--- config.mk ---
export PLATFORM = sky130hd
export DESIGN_NAME = ovn_div
export DESIGN_NICKNAME = d
export VERILOG_FILES = /design/src/rtl/core/ovn_pkg.sv /design/src/rtl/core/ovn_div.sv
export SDC_FILE = /design/constraint.sdc
export NUM_CORES = 1
export LEC_CHECK = 0
export BUFFER_PORTS_ARGS = -buffer_cell sky130_fd_sc_hd__buf_2
export CORE_MARGIN = 5
export CORE_UTILIZATION = 55
export CTS_BUF_LIST = sky130_fd_sc_hd__clkbuf_8
export DETAILED_ROUTE_END_ITERATION = 12
export PLACE_DENSITY = 0.89
export SETUP_SLACK_MARGIN = 0.3
export SKIP_LAST_GASP = 1
export SLEW_MARGIN = 20
export SYNTH_ARGS = -nofsm -noshare
export SYNTH_HDL_FRONTEND = slang
export SYNTH_SLANG_ARGS = --single-unit
export TNS_END_PERCENT = 5
--- constraint.sdc ---
create_clock -name i_clk -period 4.17 [get_ports i_clk]
set_input_delay 0.2085 -clock i_clk [delete_from_list [all_inputs] [get_ports i_clk]]
set_output_delay 0.2085 -clock i_clk [all_outputs]
set_load 0.02 [all_outputs]
--- src/rtl/core/ovn_pkg.sv ---
`timescale 1ns / 1ps
`default_nettype none

package ovn_pkg;

    // Seed grid geometry
    localparam int GRID_LOG2 = 6;
    localparam int COORD_W   = GRID_LOG2;
    localparam int CELL_W    = 2 * GRID_LOG2;
    localparam int CELL_CNT  = 1 << CELL_W;
    localparam int SEED_W    = 16;
    localparam int OCT_W     = 3;
    localparam int BIAS_W    = 16;

    // Weights are Q25.16, saturated at 2^40
    localparam int WEIGHT_W  = 41;
    localparam int TOTAL_W   = 43;
    localparam int SUM_W     = 59;
    localparam logic [WEIGHT_W-1:0] WEIGHT_ONE = WEIGHT_W'(65536);
    localparam logic [WEIGHT_W-1:0] WEIGHT_MAX = {1'b1, {(WEIGHT_W-1){1'b0}}};

    // Shared restoring divider
    localparam int DIV_REM_W = TOTAL_W;
    localparam int DIV_LOW_W = WEIGHT_W;
    localparam int DIV_CNT_W = 6;
    localparam logic [DIV_CNT_W-1:0] DIV_STEPS_WEIGHT = DIV_CNT_W'(WEIGHT_W);
    localparam logic [DIV_CNT_W-1:0] DIV_STEPS_FINAL  = DIV_CNT_W'(SEED_W);

    // APB register indexes
    localparam logic REG_OCTAVE_COUNT = 1'b0;
    localparam logic REG_OCTAVE_BIAS  = 1'b1;

    // Input op codes
    localparam logic OP_WRITE = 1'b0;
    localparam logic OP_QUERY = 1'b1;

    typedef struct packed {
        logic                 start;
        logic [DIV_CNT_W-1:0] steps;
        logic [DIV_REM_W-1:0] rem;
        logic [DIV_LOW_W-1:0] low;
        logic [DIV_REM_W-1:0] divisor;
    } t_div_req;

    typedef struct packed {
        logic                 busy;
        logic                 done;
        logic [DIV_LOW_W-1:0] quot;
    } t_div_rsp;

    // First half of (1 - cos(pi*k/64)) / 2 in Q0.16
    localparam logic [15:0] BLEND_HALF [0:32] = '{
        16'd0,     16'd39,    16'd158,   16'd355,   16'd630,   16'd982,   16'd1411,  16'd1915,
        16'd2494,  16'd3146,  16'd3869,  16'd4662,  16'd5522,  16'd6448,  16'd7438,  16'd8489,
        16'd9598,  16'd10762, 16'd11980, 16'd13248, 16'd14563, 16'd15922, 16'd17321, 16'd18758,
        16'd20228, 16'd21729, 16'd23256, 16'd24806, 16'd26375, 16'd27960, 16'd29556, 16'd31160,
        16'd32768
    };

    // Blend curve at position k/64; the curve is odd-symmetric about the midpoint
    function automatic logic [15:0] blend_weight(input logic [5:0] k);
        logic [5:0] m;
        m = 6'(7'd64 - {1'b0, k});
        if (k <= 6'd32) begin
            return BLEND_HALF[k];
        end
        return 16'(17'h10000 - {1'b0, BLEND_HALF[m]});
    endfunction

endpackage

`default_nettype wire

--- src/rtl/core/ovn_div.sv ---
`timescale 1ns / 1ps
`default_nettype none

module ovn_div (
    input  wire logic              i_clk,
    input  wire logic              i_rst_n,
    input  ovn_pkg::t_div_req      i_req,
    output ovn_pkg::t_div_rsp      o_rsp
);
    import ovn_pkg::*;

    logic                 r_busy;
    logic [DIV_CNT_W-1:0] r_cnt;
    logic [DIV_REM_W-1:0] r_rem;
    logic [DIV_LOW_W-1:0] r_low;
    logic [DIV_REM_W-1:0] r_dvs;

    logic [DIV_REM_W:0]   cat;
    logic [DIV_REM_W+1:0] diff;
    logic                 qbit;

    assign cat  = {r_rem, r_low[DIV_LOW_W-1]};
    assign diff = {1'b0, cat} - {2'b00, r_dvs};
    assign qbit = !diff[DIV_REM_W+1];

    always_ff @(posedge i_clk) begin
        if (!i_rst_n) begin
            r_busy <= 1'b0;
            r_cnt  <= '0;
        end else if (i_req.start) begin
            r_busy <= 1'b1;
            r_cnt  <= i_req.steps;
        end else if (r_busy) begin
            if (r_cnt == '0) begin
                r_busy <= 1'b0;
            end else begin
                r_cnt <= r_cnt - 1'b1;
            end
        end
    end

    // One quotient bit per cycle; quotient shifts into the low dividend bits
    always_ff @(posedge i_clk) begin
        if (i_req.start) begin
            r_rem <= i_req.rem;
            r_low <= i_req.low;
            r_dvs <= i_req.divisor;
        end else if (r_busy && (r_cnt != '0)) begin
            r_rem <= qbit ? diff[DIV_REM_W-1:0] : cat[DIV_REM_W-1:0];
            r_low <= {r_low[DIV_LOW_W-2:0], qbit};
        end
    end

    assign o_rsp.busy = r_busy;
    assign o_rsp.done = r_busy && (r_cnt == '0);
    assign o_rsp.quot = r_low;

endmodule

`default_nettype wire

==> tab_implementation.tex <==
\begin{tabular}{lr}
\hline
Metric & Value \\
\hline
\multicolumn{2}{l}{\textbf{Run status}} \\
\quad Run status & finished, final reports clean \\
\multicolumn{2}{l}{\textbf{Finish}} \\
\quad Filler cell count in the final layout & 1102 \\
\quad Share of post-route cells with drive strength above 1 & 28.2\% \\
\quad Synthesis-to-finish area growth & 22.5\% \\
\quad Final cell utilization of the core & 69.1\% \\
\quad Antenna cell count & 0 \\
\quad Count of nets after finishing & 1163 \\
\multicolumn{2}{l}{\textbf{Synth}} \\
\quad Cell type with the largest total area after synthesis & sky130\_fd\_sc\_hd\_\_edfxtp\_1 \\
\quad Number of flops mapped to enable cells by yosys & $\sim$130 \\
\quad Cell with the most instances after synthesis & sky130\_fd\_sc\_hd\_\_edfxtp\_1 \\
\quad Top area cells in the synthesized netlist & sky130\_fd\_sc\_hd\_\_edfxtp\_1, sky130\_fd\_sc\_hd\_\_ha\_1, sky130\_fd\_sc\_hd\_\_mux2\_2, sky130\_fd\_sc\_hd\_\_o21ai\_0, sky130\_fd\_sc\_hd\_\_mux2i\_1 \\
\quad Share of synthesized area occupied by flip-flops and latches & 47.9\% \\
\quad Top-area cell type share of the netlist area & 46.2\% \\
\quad Ys flop type & sky130\_fd\_sc\_hd\_\_edfxtp\_1 \\
\quad Post-synth design cell area & 8260 um\^{}2 \\
\quad Number of instances in the synthesized netlist & 764 \\
\quad Warnings from Yosys & 0 \\
\quad Syn\_nets & 946 \\
\quad Mean instance size in the synthesized netlist & $\sim$11 um\^{}2 \\
\quad Seq cells post-synth & 134 \\
\quad Fraction of registers with async set or reset after synthesis & 0\% \\
\quad Commonest cells in the netlist & sky130\_fd\_sc\_hd\_\_edfxtp\_1, sky130\_fd\_sc\_hd\_\_nand2\_1, sky130\_fd\_sc\_hd\_\_o21ai\_0, sky130\_fd\_sc\_hd\_\_inv\_1, sky130\_fd\_sc\_hd\_\_a21oi\_1 \\
\quad Number of distinct library cells after synthesis & 66 \\
\multicolumn{2}{l}{\textbf{Hold path}} \\
\quad Hold/Removal Path Class & input pin to flip-flop \\
\quad Launch point of the worst hold path & i\_req[96] \\
\multicolumn{2}{l}{\textbf{Setup path}} \\
\quad Critical-path cell list & ha\_1 > nand4\_1 > or4\_1 > or3\_1 > o32a\_1 > o21ai\_1 > or3\_4 > a21boi\_4 > buf\_12 > buf\_12 > or3b\_1 > a21oi\_1 \\
\quad Arrival time of data at the critical path endpoint & $\sim$3.8 ns \\
\quad Slowest stage delay, CP & 0.57 ns \\
\quad CP startpoint kind & flip-flop \\
\quad Launching element of the worst setup path & r\_rem[24] \\
\quad Required time at the worst-slack endpoint & 4.47 ns \\
\quad Most repeated library cell on the critical path & sky130\_fd\_sc\_hd\_\_buf\_12 \\
\quad Kind of end point of the critical path & flip-flop \\
\quad Launch instance of the worst register-to-register path & r\_rem[24] \\
\quad Library cell contributing the largest single delay on the critical path & sky130\_fd\_sc\_hd\_\_or4\_1 \\
\quad Max Fanout on Critical Path & 32 \\
\quad Type of the worst setup path & flip-flop to flip-flop \\
\multicolumn{2}{l}{\textbf{Placement}} \\
\quad Placed wire-length estimate after detailed placement & 14500 um \\
\quad \# port buffers & 178 \\
\quad Dpl ws & 0.360 ns \\
\quad Routability congestion estimate from global placement & 0.936 \\
\multicolumn{2}{l}{\textbf{Global route}} \\
\quad Via count of the first global-routing pass & 6746 \\
\quad GRT met2 Usage & 38.9\% \\
\quad Number of antenna violations at the first check in global routing & 0 \\
\quad Global-route total usage across every layer & 22.6\% \\
\quad Total global routing overflow & 0 \\
\quad Met3 routing resource usage after global routing & between 7 and 8\% \\
\quad Largest net degree at the start of global routing & 68 \\
\quad Met1 usage in global routing & approximately 28\% \\
\quad Wire length of the first global-routing pass & 32600 um \\
\quad Global-route layer with the greatest usage & met2 \\
\multicolumn{2}{l}{\textbf{Drt}} \\
\quad Detailed-route wire length per cell & 16.9 um \\
\quad Count of antenna-violating nets left after detailed routing & 0 \\
\quad Post-detailed-routing wire length & roughly 20000 um \\
\quad Number of violations reported at the end of detailed-routing iteration 0 & between 500 and 600 \\
\quad Number of iterations in the first detailed-routing pass & 5 \\
\quad Via count of the routed design & 6668 \\
\quad DRC Markers & 0 \\
\quad Via/cell ratio & between 5 and 6 \\
\multicolumn{2}{l}{\textbf{Timing}} \\
\quad RSZ-0062 raised after global routing & no \\
\quad Post-route fraction of the period consumed by the critical path & 82.9\% \\
\quad Setup Viol. Count Final & 0 \\
\quad Final sum of negative setup slack & 0 ns \\
\quad Final worst-path setup slack & between 0.7 and 0.8 ns \\
\quad Worst Tran Pin Value & 0.724 ns \\
\quad Worst hold-check slack & 0.0374 ns \\
\quad Clock skew & 0.0129 ns \\
\quad Final Max Tran Viols & 0 \\
\quad Highest attainable clock frequency & 0.289 GHz \\
\quad Hold Violations, Final & 0 \\
\quad Max transition margin & 51.7\% \\
\quad Period minus WS final & 3.46 ns \\
\multicolumn{2}{l}{\textbf{Clock tree}} \\
\quad Insertion delay to the later sink of the worst-skew pair & 0.45 ns \\
\quad TritonCTS clock tree & done \\
\quad Clock sinks & 134 \\
\quad Clock root buffer & sky130\_fd\_sc\_hd\_\_clkbuf\_8 \\
\quad Clk slew on worst S/H paths & 0.08 ns \\
\quad Clk buf depth & 2 \\
\quad CTS Buf Count & 17 \\
\quad CTS H-tree depth & 4 \\
\quad Count of cells resized by post-cts repair & 0 \\
\multicolumn{2}{l}{\textbf{Die}} \\
\quad Total Die Area & 17600 um\^{}2 \\
\quad IO Count & approximately 180 \\
\quad Standard-cell rows & 44 \\
\quad Placeable Area & 14600 um\^{}2 \\
\quad Horiz. Die Dim & about 130 um \\
\quad Die H & approximately 130 um \\
\quad Starting utilization of the core area & 56.4\% \\
\multicolumn{2}{l}{\textbf{Power}} \\
\quad Leakage & 4.32 nW \\
\quad VDD IR max & $\sim$0.38 mV \\
\quad Final Total Pwr & 4.87 mW \\
\quad Power Dens Cells & 481 nW/um\^{}2 \\
\multicolumn{2}{l}{\textbf{Job}} \\
\quad Total of max-cap violations & 0 \\
\hline
\end{tabular}
-- per-layer routing --
| layer | up-vias | wire, um | part of all wire (%) |
|---|---|---|---|
| met5 | - | 0 | 0 |
| met4 | 0 | 241 | 1.2 |
| met3 | 23 | 1630 | 8.2 |
| met2 | 272 | 9790 | 49 |
| met1 | 3111 | 8280 | 41 |
| li1 | 3262 | - | - |
-- worst max-delay path, delay by kind of cell (launching register included) --
family / cells / cell delay (ns)
AOI/OAI and AO/OA: 4 / 0.47
and+or+nand+nor: 5 / 1.68
DFF: 1 / 0.40
buffers and inverters: 2 / 0.33
adders and majority gates: 1 / 0.43
-- layout by cell type (no fill, tap or decap), drive strengths merged, types with 14 or more instances in the layout --
cell,count
a21o,18
o21ai,63
ha,45
mux2,51
nor2b,14
mux2i,29
clkbuf,17
xnor2,23
nand2,67
buf,190
inv,58
nor2,34
edfxtp,127
xor2,14
a21oi,48
dlygate4sd3,44
-- stage by stage --
step           std cells  instance area (um^2)
2_1_floorplan        764                  8260
5_1_grt             1178                 10100
3_5_place_dp        1095                  9270
6_report            1178                 10100
4_1_cts             1171                 10100
3_3_place_gp        1094                  9250
-- timing repair --
action | in CTS | in global routing
setup endpoints to repair | 0 | 27
endpoints found under the hold margin | 44 | 0
setup buffers | 0 | 7
hold buffers | 44 | 0
-- registers in the layout, summed over array words and instances, names as in the netlist --
signal,flops
r_dvs,43
r_low,41
r_rem,43
r_cnt,6
r_busy,1
-- cell type report --
class                   count  area, um^2  share of cell area (%)
inverters                  54         203                    2.00
repair buffers            234        1470                    14.5
clock inverters            15         106                    1.05
multi-input cells         540        3930                    38.8
flip-flops and latches    134        3950                    39.1
clock buffers              17         234                    2.31
well taps                 184         230                    2.28
-- report_power, final --
| group | switching [mW] | internal (mW) | total (mW) |
|---|---|---|---|
| Combinational | 1.13 | 0.934 | 2.07 |
| Clock | 0.544 | 0.409 | 0.953 |
| Sequential | 0.108 | 1.74 | 1.85 |
-- final timing paths --
check	to	slack (ns)	depth (start not counted)
hold reg to reg	r_low[34]	0.57	1
setup / recovery	r_rem[38]	0.71	12
setup reg to reg	r_rem[38]	0.71	12
hold / removal	r_rem[12]	0.04	3
-- logic make-up (layout without fill, tap and decap cells) --
| family | Yosys count | in the layout | synth area share [%] |
|---|---|---|---|
| compound gates | 193 | 193 | 14.7 |
| simple gates | 184 | 184 | 11.0 |
| flops | 134 | 134 | 47.9 |
| buf+inv | 90 | 320 | 4.71 |
| mux | 80 | 80 | 10.7 |
| fa+ha+maj | 46 | 46 | 7.06 |
| xor+xnor | 37 | 37 | 3.92 |
Note: power is estimated with default switching activity, not from simulation.
